--- src/sv/ngram_dictionary_cover_marker_assert.svh ---
// Assertion macros for the n-gram cover marker, clocked on clk_i and held off in reset.
`ifndef NGRAM_DICTIONARY_COVER_MARKER_ASSERT_SVH
`define NGRAM_DICTIONARY_COVER_MARKER_ASSERT_SVH

`ifndef NO_ASSERTIONS

// Same-cycle implication.
`define NDCM_ASSERT_IMP(lbl, ante, cons) \
  lbl: assert property (@(posedge clk_i) disable iff (!rst_ni) (ante) |-> (cons)) \
    else $error("ndcm assertion failed");

// Next-cycle implication.
`define NDCM_ASSERT_NXT(lbl, ante, cons) \
  lbl: assert property (@(posedge clk_i) disable iff (!rst_ni) (ante) |=> (cons)) \
    else $error("ndcm assertion failed");

`else

`define NDCM_ASSERT_IMP(lbl, ante, cons)
`define NDCM_ASSERT_NXT(lbl, ante, cons)

`endif

`endif

--- src/sv/ndcm_pkg.sv ---
// Shared types and constants of the n-gram cover marker.
package ndcm_pkg;

  localparam int MAX_SPAN_DEF    = 8;
  localparam int NUM_ENTRIES_DEF = 64;
  localparam int TOKEN_BITS_DEF  = 20;

  localparam logic CMD_WRITE = 1'b0;
  localparam logic CMD_TOKEN = 1'b1;

  typedef struct packed {
    logic        cmd;
    logic [5:0]  entry_index;
    logic [2:0]  entry_slot;
    logic [19:0] entry_token;
    logic [3:0]  entry_length;
    logic [19:0] token_id;
    logic        last_token;
  } ndcm_in_t;

  typedef struct packed {
    logic covered;
    logic last_mark;
  } ndcm_out_t;

  // Dictionary port controls.
  typedef struct packed {
    logic wr;   // slot write from an accepted write request
    logic clr;  // clear the length at the address (post-reset sweep)
    logic rd;   // read the row and length at the address
  } ndcm_dict_ctl_t;

endpackage

--- src/sv/ndcm_match.sv ---
// Shared compare unit: tests one dictionary row against the window and yields the marks it sets.
module ndcm_match import ndcm_pkg::*; #(
  parameter int MAX_SPAN   = MAX_SPAN_DEF,
  parameter int TOKEN_BITS = TOKEN_BITS_DEF,
  localparam int CW = $clog2(MAX_SPAN + 1),
  localparam int PW = (MAX_SPAN > 1) ? $clog2(MAX_SPAN) : 1
) (
  input  logic [MAX_SPAN-1:0][TOKEN_BITS-1:0] row_i,
  input  logic [3:0]                          len_i,
  input  logic [MAX_SPAN-1:0][TOKEN_BITS-1:0] win_i,
  input  logic [CW-1:0]                       cnt_i,
  output logic [MAX_SPAN-1:0]                 hit_o
);

  logic       len_ok;
  logic       all_eq;
  logic [4:0] widx;

  always_comb begin
    widx   = '0;
    all_eq = 1'b1;
    hit_o  = '0;
    len_ok = (len_i != 4'd0) && (32'(len_i) <= 32'(MAX_SPAN)) &&
             (32'(len_i) <= 32'(cnt_i));
    if (len_ok) begin
      // Slot k of the entry lines up with the token len-1-k places back.
      for (int k = 0; k < MAX_SPAN; k++) begin
        if (32'(k) < 32'(len_i)) begin
          widx = 5'(len_i) - 5'(k) - 5'd1;
          if (row_i[k] != win_i[widx[PW-1:0]]) begin
            all_eq = 1'b0;
          end
        end
      end
    end
    for (int i = 0; i < MAX_SPAN; i++) begin
      hit_o[i] = len_ok && all_eq && (32'(i) < 32'(len_i));
    end
  end

endmodule

--- config.mk ---
export PLATFORM = sky130hd
export DESIGN_NAME = ndcm_match
export DESIGN_NICKNAME = d
export VERILOG_FILES = /design/src/sv/ngram_dictionary_cover_marker_assert.svh /design/src/sv/ndcm_pkg.sv /design/src/sv/ndcm_match.sv
export SDC_FILE = /design/constraint.sdc
export NUM_CORES = 1
export LEC_CHECK = 0
export BUFFER_PORTS_ARGS = -buffer_cell sky130_fd_sc_hd__buf_2
export CAP_MARGIN = 5
export CORE_MARGIN = 3
export CORE_UTILIZATION = 49
export DETAILED_ROUTE_END_ITERATION = 10
export GPL_TIMING_DRIVEN = 0
export PLACE_DENSITY_LB_ADDON = 0.08
export SYNTH_ARGS = -nofsm -noshare
export SYNTH_HDL_FRONTEND = slang
export SYNTH_SLANG_ARGS = --single-unit
--- constraint.sdc ---
create_clock -name vclk -period 5.6
set_clock_uncertainty 0.05 [all_clocks]
set_input_delay 0.84 -clock vclk [all_inputs]
set_output_delay 0.84 -clock vclk [all_outputs]
set_load 0.05 [all_outputs]
==> impl.org, run 1 <==
** Cells and area
- In the layout the commonest cells are sky130_fd_sc_hd__buf_2, sky130_fd_sc_hd__mux2i_1, sky130_fd_sc_hd__mux4_2.
- After filler insertion, the fill cell instance count of the layout stands at 1,623.
- Post-route cell area :: 14,520 sq um
- Seq_cells :: 0
- 0 antenna diodes ended up in the layout.
- Summing all multi-input logic gate instances after layout gives 10,660 sq um.
- The area growth from synthesis to layout is 38.54%.
- Leaving out fill and tap cells, the most frequent cell in the layout is sky130_fd_sc_hd__buf_2.
- The count of cells in the finished layout, fillers not included, comes to 1,733.
- After the last flow step, the layout net total stands at 1,800.
- Summing all flip-flop and latch instances after layout gives 0 sq um.
- Clock buffer instance count of the final layout :: 0
- Cells with a size suffix above 1 make up 53.79% of the layout.

** Floorplanning
- Initial core utilization :: 50.83%
- Die area :: 23,180 sq um
- Chip width :: 152.3 um
- In this run the count of I/O pins placed on the die edge is 336.
- The initialized floorplan defines 52 standard-cell rows.
- The core region is 20,620 sq um.
- Height of the chip :: 152.3 um

** STA
- Tightest slew margin relative to the limit :: 35.49%
- Final setup TNS :: -1.934 ns
- Final Critical Period :: 5.898 ns
- PnR worst setup slack :: -0.2981 ns
- Setup violations remaining at the end of the flow were counted as 8.
- Transition at the pin with the smallest max-transition slack :: 0.9677 ns
- Max-slew violations :: 0
- Based on the critical path, the design can be clocked at up to 169.5 MHz.
- Setup repair after global routing could not meet its margin everywhere.
- Final hold violation count :: 0
- Final cycle utilization of the critical path :: 105.3%

** Synthesis
- In this run the mean area of a mapped cell was 9.955 sq um.
- Cell taking the most area after synthesis :: sky130_fd_sc_hd__mux4_2
- The Yosys step of the flow raised 0 warnings.
- Sequential share of the synthesized area :: 0%
- Synthesis produced 1,053 cells.
- Most area-consuming cells after synthesis :: sky130_fd_sc_hd__mux4_2, sky130_fd_sc_hd__mux2i_1, sky130_fd_sc_hd__xnor2_1
- Portion of synthesized cell area occupied by the leading cell type :: 34.38%
- The number of different library cells used by synthesis comes to 59.
- The mapped netlist covers 10,480 sq um.
- When the netlist entered floorplanning its net count stood at 1,388.

** Worst setup path
- Cell type with the highest occurrence count on the critical path :: sky130_fd_sc_hd__buf_6
- Worst setup path endpoint :: hit_o[0]
- In this run the worst path has a maximum fanout of 10.
- List of cells traversed by the critical path :: buf_8 -> buf_8 -> buf_4 -> buf_6 -> buf_6 -> clkbuf_4 -> mux4_2 -> mux2i_1 -> xor2_1 -> nand4_1 -> nor3_2 -> a32oi_2 -> or3_4 -> buf_12 -> nor4b_4 -> buf_6
- Startpoint Class :: input pin
- CP peak stage delay :: 0.58 ns
- First element of the critical path :: len_i[0]
- Critical Setup Path Class :: in -> out
- Worst Path Arrival :: 5.01 ns
- The slowest stage of the critical path belongs to the cell sky130_fd_sc_hd__nor3_2.
- Capturing element type of the critical path :: output port
- Required time of the critical path :: 4.71 ns

** Pwr
- Clock network fraction of total power :: 0%
- The worst-case IR drop observed on VDD is 75.61 uV.
- Pint :: 0.8880 mW
- In this run the static leakage power is 6.101 nW.
- The share of total power dissipated in sequential elements is 0%.
- Dividing total power by cell area gives a power density of 139.7 nW/um^2.
- The share of total power dissipated in combinational logic is 100.0%.
- The analysis attributes to net switching a power of 1.141 mW.
- In this run switching power makes up 56.23% of total power.

** Clock network
- Hold buffers post-CTS :: 0

** Outcome
- The run finished, with violations left.
- Violated checks :: setup timing

** Place
- The count of buffers added on input and output ports is 336.
- The wire-length estimate of the detail-placed layout is 48.05 mm.
- Once placement finished, the instance area stood at 12,890 sq um.
- The congestion estimate from routability-driven global placement came to 1.062.
- After detailed placement, the design holds a cell count of 1,659.

** Global routing
- The first global-routing pass estimated 91.03 mm of wire.
- The number of global-route vias before repair came to 13,110.
- The initial antenna violation count is 1.
- Entering global routing, the biggest net connects 11 pins.
- For this run the aggregate overflow at the end of global routing stands at 0.
- Global routing usage summed across all routing layers :: 53.49%

** Drt
- DR DRC count :: 0
- Via-to-Cell Ratio :: 7.615
- In this run the remaining antenna-violating nets after routing total 0.
- The pre-antenna-repair detailed-routing pass consisted of 5 iterations.
- The detailed router placed 13,200 vias in this run.
- Average wire per standard cell :: 37.75 um
- Total routed wirelength :: 65.43 mm
- After the first detailed-routing iteration, the DRC count stood at 2,062.

** Flow run
- Max-cap violations :: 0

** Min path
- In this run the worst hold path is classified as in -> out.
synth_stat cells, types with 6 or more instances:
| master | count |
|---|---|
| sky130_fd_sc_hd__and3_1 | 6 |
| sky130_fd_sc_hd__a31oi_1 | 8 |
| sky130_fd_sc_hd__o21ai_0 | 7 |
| sky130_fd_sc_hd__buf_2 | 39 |
| sky130_fd_sc_hd__xnor2_1 | 117 |
| sky130_fd_sc_hd__nor2b_1 | 7 |
| sky130_fd_sc_hd__o22ai_1 | 20 |
| sky130_fd_sc_hd__nor4_1 | 22 |
| sky130_fd_sc_hd__o211ai_1 | 6 |
| sky130_fd_sc_hd__ha_1 | 7 |
| sky130_fd_sc_hd__a21oi_1 | 18 |
| sky130_fd_sc_hd__nor3_1 | 15 |
| sky130_fd_sc_hd__mux2_2 | 42 |
| sky130_fd_sc_hd__nand2_1 | 82 |
| sky130_fd_sc_hd__a22oi_1 | 25 |
| sky130_fd_sc_hd__nand2b_1 | 8 |
| sky130_fd_sc_hd__mux2i_1 | 173 |
| sky130_fd_sc_hd__mux4_2 | 160 |
| sky130_fd_sc_hd__buf_4 | 23 |
| sky130_fd_sc_hd__clkbuf_1 | 12 |
| sky130_fd_sc_hd__nand4_1 | 25 |
| sky130_fd_sc_hd__nor2_1 | 16 |
| sky130_fd_sc_hd__inv_1 | 7 |
| sky130_fd_sc_hd__buf_6 | 10 |
| sky130_fd_sc_hd__nand3_1 | 35 |
| sky130_fd_sc_hd__o221ai_1 | 7 |
| sky130_fd_sc_hd__xor2_1 | 95 |
worst max-delay path: cells and delay by family:
family / cells / cell delay (ns)
buffers and inverters: 8 / 1.61
AOI/OAI and AO/OA: 1 / 0.22
and+or+nand+nor: 4 / 1.40
xor gates and xnor gates: 1 / 0.22
muxes: 2 / 0.71
layer usage:
metal	GRT usage (%)	vias to the layer above	part of all wire [%]
met1	61.72	6211	31
met4	35.79	0	9.6
li1	-	5029	-
met5	0	-	0
met3	29.05	423	19
met2	76.29	1533	40
cells by family after synthesis:
group	after synthesis	share of synthesized area (%)
muxes	376	55.66
AOI/OAI and AO/OA	124	8.439
adders and majority gates	7	0.8355
and+or+nand+nor	234	11.20
buffers and inverters	97	5.479
xor gates and xnor gates	215	18.39
power groups by stage:
stage                     combinational (mW)  sequential (mW)  clock (mW)
after floorplan                         1.03                0           0
after global placement                  1.64                0           0
after detailed placement                1.66                0           0
after CTS                               1.88                0           0
after global routing                    2.05                0           0
final                                   2.03                0           0
cell type report:
cell class	count	area share [%]
buffer	84	6.057
inverter	8	0.4135
multi-input combinational	956	73.38
tap	270	2.326
timing repair buffer	415	17.83
stage by stage:
| stage | utilization, % | hold slack [ns] | setup slack, ns | total power [mW] |
|---|---|---|---|---|
| after floorplan | - | 1.808 | -0.07146 | 1.029 |
| after global placement | 62.49 | 2.125 | -1.532 | 1.643 |
| after detailed placement | 62.49 | 2.129 | -1.552 | 1.658 |
| after CTS | 69.59 | 2.073 | -0.2529 | 1.878 |
| after global routing | 70.41 | 2.103 | -0.3288 | 2.051 |
| final | 70.41 | 2.080 | -0.2981 | 2.029 |
how the worst min path moves through the flow:
stage	startpoint	to	slack (ns)	cells past startpoint
2_1_floorplan	len_i[3]	hit_o[7]	1.81	2
3_3_place_gp	len_i[3]	hit_o[7]	2.12	4
3_5_place_dp	len_i[3]	hit_o[7]	2.13	4
4_1_cts	len_i[3]	hit_o[7]	2.07	4
5_1_grt	len_i[3]	hit_o[7]	2.10	4
6_report	len_i[3]	hit_o[7]	2.08	4
what timing repair did:
item                                    4_1_cts  5_1_grt
pin swaps                                    39       25
setup buffers                                64       13
gates cloned                                  3        0
gates resized for setup                     170       40
endpoints found under the setup margin        8        8
Note: power is estimated with default switching activity, not from simulation.
==> inputs of run 2 (changes only) <==
==> constraint.sdc (replaced) <==
create_clock -name vclk -period 5.6
set_clock_uncertainty 0.05 [all_clocks]
set_input_delay 0.84 -clock vclk [all_inputs]
set_output_delay 0.84 -clock vclk [all_outputs]
set_load 0.01 [all_outputs]
==> impl.org, run 2 (same netlist as run 1, synthesis figures left out) <==
** Drt
- The iteration-0 DRC count of the detailed router is 2,155 (was 2,062).
- Highest metal layer with signal wires :: met5 (was met4)
- Drt first pass iters :: 6 (was 5)
- Total routed wirelength :: 63.21 mm (was 65.43 mm)
- The wire length on met1 was 19.92 mm (was 20.46 mm).
- The DRC violation count after routing came to 0 (unchanged).
- The met3 wire length is 11.96 mm (was 12.41 mm).
- The routed wirelength normalized by instance count is 36.37 um (was 37.75 um).
- The detailed route wirelength on metal2 was 25.25 mm (was 26.27 mm).
- The mean number of vias per cell is 7.597 (was 7.615).
- Total via count in the routed design :: 13,200 (about the same)
- Remaining antenna violation count :: 0 (unchanged)

** Worst setup path
- The classification of the worst setup path is in -> out (unchanged).
- Largest driver fanout on the critical path :: 10 (unchanged)
- Startpoint Class :: input pin (unchanged)
- The element type at the critical path end is an output port (unchanged).
- The critical path data arrival time is 5.01 ns (about the same).
- The required time of the worst setup path is 4.71 ns (about the same).

** Place
- The half-perimeter wire length of the detailed placement result is 47.34 mm (was 48.05 mm).
- Pre-CTS setup slack :: -2.094 ns (was -1.552 ns)
- The count of buffers inserted at the top-level ports was 336 (unchanged).
- The placer congestion estimate came to 1.118 (was 1.062).

** Min path
- The type of the most critical hold path is in -> out (unchanged).

** Floorplanning
- The number of core rows came to 52 (unchanged).
- Chip width :: 152.3 um (unchanged)
- The core area came to 20,620 sq um (unchanged).
- The area of the die came to 23,180 sq um (unchanged).
- The number of top-level pins came to 336 (unchanged).
- Initial core utilization :: 50.83% (unchanged)
- Height of the chip :: 152.3 um (unchanged)

** STA
- The setup slack after layout came to -0.2964 ns (was -0.2981 ns).
- Final-report setup violation count :: 8 (unchanged)
- Tightest slew margin relative to the limit :: 28.62% (was 35.49%)
- The worst hold slack came to 2.075 ns (was 2.080 ns).
- Final Critical Period :: 5.896 ns (was 5.898 ns)
- RSZ-0062 raised after global routing: true (unchanged).
- The portion of the clock cycle consumed by the worst path in the final layout came to 105.3% (about the same).
- Final hold violation count :: 0 (unchanged)
- The slew at the pin closest to its max-slew limit is 1.071 ns (was 0.9677 ns).
- The number of max-slew violations in the final report came to 0 (unchanged).
- Highest attainable clock frequency :: 169.6 MHz (was 169.5 MHz)

** Pwr
- Total leakage power :: 6.056 nW (was 6.101 nW)
- The final total power was 2.016 mW (was 2.029 mW).
- Power density normalized to cell area :: 139.4 nW/um^2 (was 139.7 nW/um^2)
- VDD IR max :: 60.38 uV (was 75.61 uV)

** Cells and area
- # nets final :: 1,802 (was 1,800)
- The number of flip-flops and latches was 0 (unchanged).
- Storage element area :: 0 sq um (unchanged)
- The clock buffer count in the final layout was 0 (unchanged).
- The number of fill cells was 1,624 (was 1,623).
- Highest-count cells in the layout ignoring fill and taps :: sky130_fd_sc_hd__buf_2, sky130_fd_sc_hd__mux4_2, sky130_fd_sc_hd__mux2i_1 (was sky130_fd_sc_hd__buf_2, sky130_fd_sc_hd__mux2i_1, sky130_fd_sc_hd__mux4_2)
- The share of final-layout standard cells stronger than drive strength 1 is 55.02% (was 53.79%).
- Most common cell after layout, fill and taps aside :: sky130_fd_sc_hd__buf_2 (unchanged)
- Area added between synthesis and finish :: 38.02% (was 38.54%)

** Global routing
- Vias in the first global route :: 12,530 (was 13,110)
- Pin count of the biggest net entering global routing :: 11 (unchanged)
- Antenna violations before repair :: 2 (was 1)
- First-pass GRT wire length :: 86.11 mm (was 91.03 mm)
- The total track usage came to 50.57% (was 53.49%).
- Remaining global-route overflow :: 0 (unchanged)

** Outcome
- Violated checks: setup timing (unchanged).
- Result of the run :: complete, but fails checks (unchanged)

** Clock network
- Hold buffers post-CTS :: 0 (unchanged)

** Flow run
- Max-cap violations :: 0 (unchanged)
## run 2: changes by cell type in the layout (fill, tap and decap cells not counted), sizes merged
| cell | previous run | this run |
|---|---|---|
| inv | 7 | 6 |
| diode | 0 | 3 |
| clkbuf | 13 | 14 |
| clkinv | 1 | 0 |
| clkinvlp | 0 | 2 |
| clkdlybuf4s15 | 0 | 1 |
## run 2: path summary, 6_finish.rpt
check / to / slack [ns] / depth (start not counted) / from
worst min-delay path: hit_o[7] / 2.08 / 4 / len_i[3]
worst max-delay path: hit_o[7] / -0.30 / 16 / len_i[1]
## run 2: routing by layer
metal	global-route usage, %	vias to the layer above
met5	0	-
met4	31.04	2
met3	24.74	450
met2	72.25	1526
met1	61.16	6189
li1	-	5037
## run 2: cell type report
type	instances	area, sq um	area share, %
Timing Repair Buffer	415	2451	16.94
Buffer	86	957.2	6.616
Antenna cell	3	7.507	0.05189
Tap cell	270	337.8	2.335
Multi-Input combinational cell	956	10670	73.76
Inverter	8	42.54	0.2940
## run 2: through the flow
stage | util [%] | instances | instance area [sq um] | TNS [ns]
2_1_floorplan | - | 1053 | 10590 | 0
3_3_place_gp | 61.16 | 1659 | 12610 | -16.57
3_5_place_dp | 61.16 | 1659 | 12610 | -16.52
4_1_cts | 67.73 | 1706 | 13970 | -1.563
5_1_grt | 70.12 | 1736 | 14460 | -2.237
6_report | 70.15 | 1738 | 14470 | -2.148
## run 2: what timing repair did
item                       4_1_cts  5_1_grt
pin swaps                       36       33
setup endpoints to repair        8        8
buffers inserted                45       32
cloned                           3        2
gates resized for setup        183       72
## run 2: critical path, stage by stage
cell,delay (ns)
sky130_fd_sc_hd__buf_6,0.09
sky130_fd_sc_hd__ha_1,0.59
sky130_fd_sc_hd__xnor2_4,0.22
sky130_fd_sc_hd__buf_2,0.33
sky130_fd_sc_hd__clkbuf_2,0.38
sky130_fd_sc_hd__buf_2,0.40
sky130_fd_sc_hd__nand2_1,0.11
sky130_fd_sc_hd__nand3_1,0.09
sky130_fd_sc_hd__nand4_1,0.16
sky130_fd_sc_hd__xor2_1,0.26
sky130_fd_sc_hd__nand2_1,0.27
sky130_fd_sc_hd__nor4_4,0.41
sky130_fd_sc_hd__a41oi_4,0.25
sky130_fd_sc_hd__buf_6,0.21
sky130_fd_sc_hd__nor4_4,0.22
sky130_fd_sc_hd__buf_2,0.16
## run 2: power breakdown
part           leakage [nW]  switching, mW  internal (mW)      total, mW
logic                  6.06           1.12          0.898           2.02
clock network     0.0000175              0  0.00000000574  0.00000000575
registers                 0              0              0              0
total                  6.06           1.12          0.898           2.02
